### config.mk
export PLATFORM = sky130hd
export DESIGN_NAME = hold_tap_dance_key_decider_top
export DESIGN_NICKNAME = d
export VERILOG_FILES = /design/src/rtl/core/htd_pkg.sv /design/src/rtl/core/hold_tap_dance_key_decider_top.sv /design/src/rtl/core/htd_table.sv /design/src/rtl/core/htd_outbuf.sv
export SDC_FILE = /design/constraint.sdc
export NUM_CORES = 1
export LEC_CHECK = 0
export ABC_AREA = 0
export BUFFER_PORTS_ARGS = -buffer_cell sky130_fd_sc_hd__buf_2
export CAP_MARGIN = 15
export CORE_MARGIN = 5
export CORE_UTILIZATION = 55
export CTS_CLUSTER_DIAMETER = 30
export DETAILED_ROUTE_END_ITERATION = 10
export GPL_ROUTABILITY_DRIVEN = 1
export PLACE_DENSITY = 0.72
export SLEW_MARGIN = 0
export SYNTH_ARGS = -nofsm -noshare
export SYNTH_HDL_FRONTEND = slang
export SYNTH_HIERARCHICAL = 1
export SYNTH_SLANG_ARGS = --single-unit
export TNS_END_PERCENT = 30
### constraint.sdc
create_clock -name clk -period 11.15 [get_ports clk]
set_clock_uncertainty 0.1 [all_clocks]
set_input_delay 1.6725 -clock clk [delete_from_list [all_inputs] [get_ports clk]]
set_output_delay 1.6725 -clock clk [all_outputs]
set_load 0.01 [all_outputs]
### src/rtl/core/htd_pkg.sv
// ----------------------------------------------------------------------------
// htd_pkg
// Types, codes and the binding choice function of the hold-tap-dance decider.
// ----------------------------------------------------------------------------
`default_nettype none

package htd_pkg;

  localparam int SLOTS = 8;
  localparam int IDX_W = (SLOTS > 1) ? $clog2(SLOTS) : 1;
  localparam logic [IDX_W-1:0] LAST_IDX = IDX_W'(SLOTS - 1);

  localparam int CNT_W = 5;
  localparam logic [CNT_W-1:0] MAX_RESULTS = 5'd16;
  localparam logic [4:0] MAX_BINDINGS = 5'd16;
  localparam logic [4:0] TAP_MAX = 5'd31;

  localparam logic [1:0] OP_PRESS   = 2'd0;
  localparam logic [1:0] OP_RELEASE = 2'd1;
  localparam logic [1:0] OP_TICK    = 2'd2;

  localparam logic ACT_PRESS   = 1'b0;
  localparam logic ACT_RELEASE = 1'b1;

  localparam logic REG_TERM   = 1'b0;
  localparam logic REG_BCOUNT = 1'b1;

  localparam logic [15:0] TERM_RESET   = 16'd200;
  localparam logic [4:0]  BCOUNT_RESET = 5'd2;

  typedef struct packed {
    logic [1:0]  operation;
    logic [7:0]  key_position;
    logic        is_dance_key;
    logic [31:0] now_ms;
  } in_item_t;

  typedef struct packed {
    logic        action;
    logic [7:0]  out_position;
    logic [3:0]  binding_index;
    logic [31:0] event_time;
    logic        last;
  } out_item_t;

  typedef struct packed {
    logic        used;
    logic [7:0]  position;
    logic [4:0]  tap_count;
    logic        key_down;
    logic        decided;
    logic [3:0]  choice;
    logic [31:0] deadline;
    logic        armed;
  } slot_t;

  typedef enum logic [3:0] {
    ST_IDLE, ST_PSCAN, ST_FIND, ST_UPD, ST_UPD2,
    ST_RSCAN, ST_TSCAN, ST_EP, ST_ER, ST_FIN
  } state_t;

  // even index = hold, odd = tap, clamped to the last index of that kind
  function automatic logic [3:0] choose_binding(input logic [4:0] tap,
                                                input logic       hold,
                                                input logic [4:0] bcount);
    logic [4:0] cnt;
    logic [4:0] tap_m1;
    logic [5:0] ix;
    logic [4:0] lastix;
    logic [3:0] res;
    if (bcount == 5'd0) cnt = 5'd1;
    else if (bcount > MAX_BINDINGS) cnt = MAX_BINDINGS;
    else cnt = bcount;
    tap_m1 = (tap == 5'd0) ? 5'd0 : tap - 5'd1;
    ix = {tap_m1, 1'b0} + {5'd0, ~hold};
    lastix = cnt - 5'd1;
    if (hold && lastix[0]) lastix = lastix - 5'd1;
    if (!hold && !lastix[0]) lastix = lastix - 5'd1;
    if (cnt == 5'd1) res = 4'd0;
    else if (ix >= {1'b0, cnt}) res = lastix[3:0];
    else res = ix[3:0];
    return res;
  endfunction

endpackage

`default_nettype wire

### src/rtl/core/hold_tap_dance_key_decider_top.sv
// ----------------------------------------------------------------------------
// hold_tap_dance_key_decider_top
// Hold-tap-dance decider: slot table, scan sequencer and result stage.
// ----------------------------------------------------------------------------
// One item is handled at a time by a sequencer that walks the eight slots one
// per cycle, pausing while a result waits on the output, through a single
// compare and subtract unit. A tick or release takes at most one scan of the
// slots, a press a scan, a lookup scan and an update; each decided slot adds
// a step per result it emits, plus a closing step. A stalled output lengthens
// an item. in_ready is high only between items.
`default_nettype none

module hold_tap_dance_key_decider_top (
  input  wire logic              clk,
  input  wire logic              rst,
  input  wire logic              in_valid,
  output logic                   in_ready,
  input  wire htd_pkg::in_item_t in_item,
  output logic                   out_valid,
  input  wire logic              out_ready,
  output htd_pkg::out_item_t     out_item,
  input  wire logic              cfg_we,
  input  wire logic              cfg_index,
  input  wire logic [15:0]       cfg_data
);
  import htd_pkg::*;

  logic [15:0] term;
  logic [4:0]  bcount;

  state_t          state, state_next;
  logic [IDX_W-1:0] idx;
  in_item_t        item;
  logic            found_v, free_v, is_new, from_tick;
  logic [IDX_W-1:0] found_idx, free_idx;
  logic [31:0]     dec_t;
  logic [3:0]      choice;
  logic [CNT_W-1:0] res_cnt;

  slot_t     e, wr_data;
  logic      wr_en;
  logic      push, push_ok, flush, flush_done, pend_valid;
  out_item_t push_item;

  logic        pos_match, at_last, expired, tscan_full;
  logic        pscan_hit, pscan_dec, rscan_hit, tscan_hit;
  logic [31:0] diff;
  logic [3:0]  choice_w;
  logic [4:0]  tap_base;
  state_t      after_dec;

  htd_table u_table (
    .clk(clk), .rst(rst), .idx(idx), .wr_en(wr_en), .wr_data(wr_data), .rd(e)
  );

  htd_outbuf u_outbuf (
    .clk(clk), .rst(rst), .push(push), .push_item(push_item), .push_ok(push_ok),
    .flush(flush), .flush_done(flush_done), .pend_valid(pend_valid),
    .out_valid(out_valid), .out_ready(out_ready), .out_item(out_item)
  );

  assign in_ready   = (state == ST_IDLE);
  assign pos_match  = (e.position == item.key_position);
  assign at_last    = (idx == LAST_IDX);
  assign diff       = item.now_ms - e.deadline;
  assign expired    = !diff[31];
  assign tscan_full = (res_cnt > MAX_RESULTS - CNT_W'(2));
  assign pscan_hit  = e.used && !pos_match;
  assign pscan_dec  = pscan_hit && !e.decided;
  assign rscan_hit  = e.used && pos_match;
  assign tscan_hit  = e.used && e.armed && expired;
  assign choice_w   = choose_binding(e.tap_count, e.key_down, bcount);
  assign tap_base   = is_new ? 5'd0 : e.tap_count;

  always_comb begin
    if (from_tick) after_dec = at_last ? ST_FIN : ST_TSCAN;
    else after_dec = item.is_dance_key ? ST_FIND : ST_FIN;
  end

  // next state
  always_comb begin
    state_next = state;
    unique case (state)
      ST_IDLE: begin
        if (in_valid) begin
          priority case (in_item.operation)
            OP_PRESS:   state_next = ST_PSCAN;
            OP_RELEASE: state_next = in_item.is_dance_key ? ST_RSCAN : ST_FIN;
            OP_TICK:    state_next = ST_TSCAN;
            default:    state_next = ST_FIN;
          endcase
        end
      end
      ST_PSCAN: begin
        if (pscan_dec) state_next = ST_EP;
        else if (at_last) state_next = item.is_dance_key ? ST_FIND : ST_FIN;
      end
      ST_EP: begin
        if (push_ok) state_next = e.key_down ? after_dec : ST_ER;
      end
      ST_ER: begin
        if (push_ok) state_next = after_dec;
      end
      ST_FIND: begin
        if (at_last) state_next = ST_UPD;
      end
      ST_UPD:  state_next = (found_v || free_v) ? ST_UPD2 : ST_FIN;
      ST_UPD2: state_next = ST_FIN;
      ST_RSCAN: begin
        if (rscan_hit) begin
          if (!e.decided || push_ok) state_next = ST_FIN;
        end else if (at_last) begin
          state_next = ST_FIN;
        end
      end
      ST_TSCAN: begin
        if (tscan_hit) state_next = tscan_full ? ST_FIN : ST_EP;
        else if (at_last) state_next = ST_FIN;
      end
      ST_FIN: begin
        if (flush_done) state_next = ST_IDLE;
      end
      default: state_next = ST_IDLE;
    endcase
  end

  // table writes and result pushes
  always_comb begin
    wr_en     = 1'b0;
    wr_data   = e;
    push      = 1'b0;
    flush     = 1'b0;
    push_item = '{action: ACT_PRESS, out_position: e.position, binding_index: choice,
                  event_time: dec_t, last: 1'b0};
    unique case (state)
      ST_PSCAN: begin
        if (pscan_hit) begin
          wr_en         = 1'b1;
          wr_data.armed = 1'b0;
          if (!e.decided) begin
            wr_data.decided = 1'b1;
            wr_data.choice  = choice_w;
          end
        end
      end
      ST_EP: push = 1'b1;
      ST_ER: begin
        push             = 1'b1;
        push_item.action = ACT_RELEASE;
        wr_en            = push_ok;
        wr_data.used     = 1'b0;
      end
      ST_UPD2: begin
        wr_en = 1'b1;
        if (is_new) begin
          wr_data.used     = 1'b1;
          wr_data.position = item.key_position;
          wr_data.decided  = 1'b0;
          wr_data.choice   = 4'd0;
        end
        wr_data.key_down  = 1'b1;
        wr_data.tap_count = (tap_base == TAP_MAX) ? TAP_MAX : tap_base + 5'd1;
        wr_data.deadline  = item.now_ms + {16'd0, term};
        wr_data.armed     = 1'b1;
      end
      ST_RSCAN: begin
        if (rscan_hit) begin
          wr_data.key_down = 1'b0;
          if (e.decided) begin
            push                    = 1'b1;
            push_item.action        = ACT_RELEASE;
            push_item.binding_index = e.choice;
            push_item.event_time    = item.now_ms;
            wr_en                   = push_ok;
            wr_data.used            = 1'b0;
          end else begin
            wr_en = 1'b1;
          end
        end
      end
      ST_TSCAN: begin
        if (tscan_hit && !tscan_full) begin
          wr_en           = 1'b1;
          wr_data.armed   = 1'b0;
          wr_data.decided = 1'b1;
          wr_data.choice  = choice_w;
        end
      end
      ST_FIN: flush = 1'b1;
      default: ;
    endcase
  end

  always_ff @(posedge clk) begin
    if (rst) begin
      state  <= ST_IDLE;
      term   <= TERM_RESET;
      bcount <= BCOUNT_RESET;
    end else begin
      state <= state_next;
      if (cfg_we) begin
        unique case (cfg_index)
          REG_TERM:   term   <= cfg_data;
          REG_BCOUNT: bcount <= cfg_data[4:0];
          default: ;
        endcase
      end
    end
  end

  always_ff @(posedge clk) begin
    if (push && push_ok) res_cnt <= res_cnt + CNT_W'(1);
    unique case (state)
      ST_IDLE: begin
        item    <= in_item;
        idx     <= '0;
        res_cnt <= '0;
      end
      ST_PSCAN: begin
        if (pscan_dec) begin
          choice    <= choice_w;
          dec_t     <= item.now_ms;
          from_tick <= 1'b0;
        end else begin
          idx     <= idx + IDX_W'(1);
          found_v <= 1'b0;
          free_v  <= 1'b0;
        end
      end
      ST_EP, ST_ER: begin
        // leave the decision: carry on the tick scan or restart for the lookup
        if (state_next != ST_EP && state_next != ST_ER) begin
          if (from_tick) begin
            idx <= idx + IDX_W'(1);
          end else begin
            idx     <= '0;
            found_v <= 1'b0;
            free_v  <= 1'b0;
          end
        end
      end
      ST_FIND: begin
        if (rscan_hit && !found_v) begin
          found_v   <= 1'b1;
          found_idx <= idx;
        end
        if (!e.used && !free_v) begin
          free_v   <= 1'b1;
          free_idx <= idx;
        end
        idx <= idx + IDX_W'(1);
      end
      ST_UPD: begin
        idx    <= found_v ? found_idx : free_idx;
        is_new <= !found_v;
      end
      ST_RSCAN: begin
        if (!rscan_hit) idx <= idx + IDX_W'(1);
      end
      ST_TSCAN: begin
        if (tscan_hit) begin
          choice    <= choice_w;
          dec_t     <= e.deadline;
          from_tick <= 1'b1;
        end else begin
          idx <= idx + IDX_W'(1);
        end
      end
      default: ;
    endcase
  end

  a_idle_drained: assert property (@(posedge clk) disable iff (rst)
    in_ready |-> !pend_valid)
    else $error("pending result left over between items");

  a_busy_after_accept: assert property (@(posedge clk) disable iff (rst)
    (in_valid && in_ready) |=> !in_ready)
    else $error("accepted a second item without processing the first");

  a_result_bound: assert property (@(posedge clk) disable iff (rst)
    res_cnt <= MAX_RESULTS)
    else $error("more results than allowed for one item");

  a_push_only_busy: assert property (@(posedge clk) disable iff (rst)
    push |-> !in_ready)
    else $error("result produced while idle");

endmodule

`default_nettype wire

### src/rtl/core/htd_table.sv
// ----------------------------------------------------------------------------
// htd_table
// Slot table: one entry read and written at the scan index, used bits reset.
// ----------------------------------------------------------------------------
`default_nettype none

module htd_table (
  input  wire logic                  clk,
  input  wire logic                  rst,
  input  wire logic [htd_pkg::IDX_W-1:0] idx,
  input  wire logic                  wr_en,
  input  wire htd_pkg::slot_t        wr_data,
  output htd_pkg::slot_t             rd
);
  import htd_pkg::*;

  logic [SLOTS-1:0] used;
  slot_t            entry [SLOTS];

  always_comb begin
    rd      = entry[idx];
    rd.used = used[idx];
  end

  always_ff @(posedge clk) begin
    if (rst) begin
      used <= '0;
    end else if (wr_en) begin
      used[idx] <= wr_data.used;
    end
  end

  always_ff @(posedge clk) begin
    if (wr_en) begin
      entry[idx] <= wr_data;
    end
  end

endmodule

`default_nettype wire

### src/rtl/core/htd_outbuf.sv
// ----------------------------------------------------------------------------
// htd_outbuf
// Result stage: holds one pending item so the final one can be marked last.
// ----------------------------------------------------------------------------
`default_nettype none

module htd_outbuf (
  input  wire logic               clk,
  input  wire logic               rst,
  input  wire logic               push,
  input  wire htd_pkg::out_item_t push_item,
  output logic                    push_ok,
  input  wire logic               flush,
  output logic                    flush_done,
  output logic                    pend_valid,
  output logic                    out_valid,
  input  wire logic               out_ready,
  output htd_pkg::out_item_t      out_item
);
  import htd_pkg::*;

  out_item_t pend;
  logic      out_free;

  assign out_free   = !out_valid || out_ready;
  assign push_ok    = !pend_valid || out_free;
  assign flush_done = !pend_valid || out_free;

  always_ff @(posedge clk) begin
    if (rst) begin
      pend_valid <= 1'b0;
      out_valid  <= 1'b0;
    end else if (push && push_ok) begin
      if (pend_valid) begin
        out_item  <= '{action: pend.action, out_position: pend.out_position,
                       binding_index: pend.binding_index,
                       event_time: pend.event_time, last: 1'b0};
        out_valid <= 1'b1;
      end else if (out_ready) begin
        out_valid <= 1'b0;
      end
      pend       <= push_item;
      pend_valid <= 1'b1;
    end else if (flush && pend_valid && out_free) begin
      // final item of this input: release it marked last
      out_item   <= '{action: pend.action, out_position: pend.out_position,
                      binding_index: pend.binding_index,
                      event_time: pend.event_time, last: 1'b1};
      out_valid  <= 1'b1;
      pend_valid <= 1'b0;
    end else if (out_ready) begin
      out_valid <= 1'b0;
    end
  end

endmodule

`default_nettype wire

==> results.yml <==
clock_network:
  worst_skew_pair.late_latency_ps: 660
  cts_resized: 0
  cts_tree: "yes"
  postCtsSetupBuffers: 0
  cts_buffer_depth: 3
  cts.sink_count: 637
  cts_made_buffers: 117
  clk_pin_slew_ps: 50
  cts_hold_buf: 0
  htreeDepth: 3
  clock-root-buffer: "clkbuf_16"
run:
  drv_cap: 0
worst_setup_path:
  critPathMaxFanout: 43
  r2r_cells: 16
  regToRegSetupSlack_ps: 4510
  start_kind: "register"
  worstReg2RegEnd: "u_table/entry[3][15]"
  setup.worst_path.class: "register to register"
  reg2reg_from: "idx[0]"
  cp.arrival_ps: 6860
  worstPathRequired_ps: 11360
  endpoint_kind: "register"
power:
  peakVddDrop_mv: 0.1574
  clockPowerShare_pct: 39.6
  powerDensity_nw_per_um2: 271.6
  switchingPower_uw: 2608
  comb_power_share_pct: 22.7
  p_int_uw: 6226
  pwr-share-seq_pct: 37.7
  swShare_pct: 29.52
  p_leak_uw: 0.01144
die:
  die_area_um2: 54090
  coreArea_um2: 48950
  rows: 81
  ios: 113
  fp.dieW_um: 232.6
  dieHeight_um: 232.6
  initial_core_util_pct: 55.66
routing:
  dr.pass1.iters: 6
  routed_wirelength_mm: 60.22
  drc_errors: 0
  dr_total_vias: 15326
  wl_per_cell_um: 23.06
  viasPerCell: 5.870
  postRouteAntennaNets: 0
  dr.first_iter.drc_count: 1580
global_route:
  grt_max_degree: 118
  grt_pass1_wl_mm: 94.35
  grt_pass1_vias: 16016
  grt_use_total_pct: 22.70
  grt_antenna_before_repair: 0
  gr-total-overflow: 0
sta:
  fmax_ghz: 0.1506
  slew_violations: 0
  tns_ps: 0
  hold_viol: 0
  slew_headroom_pct: 25.32
  tightestPinTransition_ps: 1111
  period_minus_slack_ps: 6641
  rsz0062_at_grt: "false"
  timing.final.crit_share_pct: 59.56
  setup_violations: 0
  hold_slack_ps: 302.9
final_layout:
  final_cell_area_um2: 32520
  fin_util_pct: 66.44
  syn2layout_area_growth_pct: 19.38
  diodes: 0
  nNetsFinal: 1976
  layoutNonFillerInstCount: 2611
  drive_above_1_share_pct: 29.69
place:
  gp_congestion: 0.8814
  io_buffers: 112
  dp.cells: 2390
  placed_area_um2: 28500
  hpwl_mm: 35.13
min_path:
  hold_path.startpoint: "u_outbuf/pend[37]"
  holdPathEnd: "u_outbuf/out_item[37]"
  hold_depth: 0
  hold_path.class: "register to register"
synthesis:
  synthesis.area_um2: 27240
  syn-instance-count: 1663
  syn_nets: 1794
  syn_avg_cell_area_um2: 16.38
  yosysWarnings: 6
run_status:
  status: "finished, final reports clean"
==> stage by stage <==
| stage | power [uW] | setup WS [ps] |
|---|---|---|
| 2_1_floorplan | 4768 | 4289 |
| 3_3_place_gp | 5279 | 4585 |
| 3_5_place_dp | 5341 | 4461 |
| 4_1_cts | 8888 | 4393 |
| 5_1_grt | 9257 | 3939 |
| 6_report | 8834 | 4509 |
==> worst max-delay path: stages, from the launching register on <==
cell and delay [ps]:
edfxtp_1 310, buf_4 560, buf_4 780, mux4_2 590, mux2_2 290, inv_1 90, ha_1 180, nand4_2 160
nor4_2 530, o211ai_1 240, nand3_4 200, mux2i_4 320, nor2_1 80, or4_1 690, nand4b_1 230, clkinv_2 370
buf_4 480
==> power groups by stage <==
stage                     logic, uW  clock network [uW]  registers (uW)
final                          2000                3500            3330
after global routing           2220                3690            3350
after CTS                      2010                3550            3330
after detailed placement       1970                   0            3370
after global placement         1920                   0            3360
after floorplan                1480                   0            3290
==> how the worst max path moves through the flow <==
stage | startpoint | endpoint | slack (ps) | cells past startpoint
global placement | idx[0] | u_table/entry[3][10] | 4590 | 16
detailed placement | idx[0] | u_table/entry[1][26] | 4460 | 16
global route | idx[0] | u_table/entry[1][10] | 3940 | 16
finish | idx[0] | u_table/entry[3][15] | 4510 | 16
floorplan | idx[0] | u_table/used[0] | 4290 | 18
CTS | idx[0] | u_table/entry[1][13] | 4390 | 16
==> metal layers <==
metal | routed length, um | global-route usage, % | up-vias
li1 | - | - | 6894
met1 | 26310 | 32.79 | 7745
met2 | 28760 | 35.78 | 578
met3 | 3690 | 4.320 | 109
met4 | 1456 | 6.849 | 0
met5 | 0 | 0 | -
==> layout by cell type (no fill, tap or decap), types with 16 or more instances in the layout <==
cell and instances:
a21oi_1 55, buf_2 112, buf_4 25, clkbuf_1 17, clkbuf_16 118, clkinvlp_4 17, dfxtp_1 40, edfxtp_1 597
ha_1 65, inv_1 56, mux2_2 98, mux4_2 106, nand2_1 150, nand3_1 17, nand4_1 16, nor2_1 60
nor3_1 17, o21ai_0 93, xnor2_1 26, xor2_1 20
==> sequential cells by signal (all words and copies together) (netlist names) <==
name	flops
u_table/entry	416
u_outbuf/out_item	46
u_outbuf/pend	45
item	41
dec_t	32
term	16
u_table/used	8
bcount	5
res_cnt	5
choice	4
state	4
found_idx	3
free_idx	3
idx	3
found_v	1
free_v	1
from_tick	1
is_new	1
u_outbuf/out_valid	1
u_outbuf/pend_valid	1
==> final cells by class <==
class / count / area, um^2
Timing Repair Buffer: 138 / 768.2
Clock inverter: 80 / 920.9
Clock buffer: 141 / 3099
Tap cell: 664 / 830.8
Multi-Input combinational cell: 887 / 7934
Inverter: 64 / 242.7
Sequential cell: 637 / 18730
Fill cell: 3193 / 16430
No activity file was read; power rests on OpenSTA's default activity.
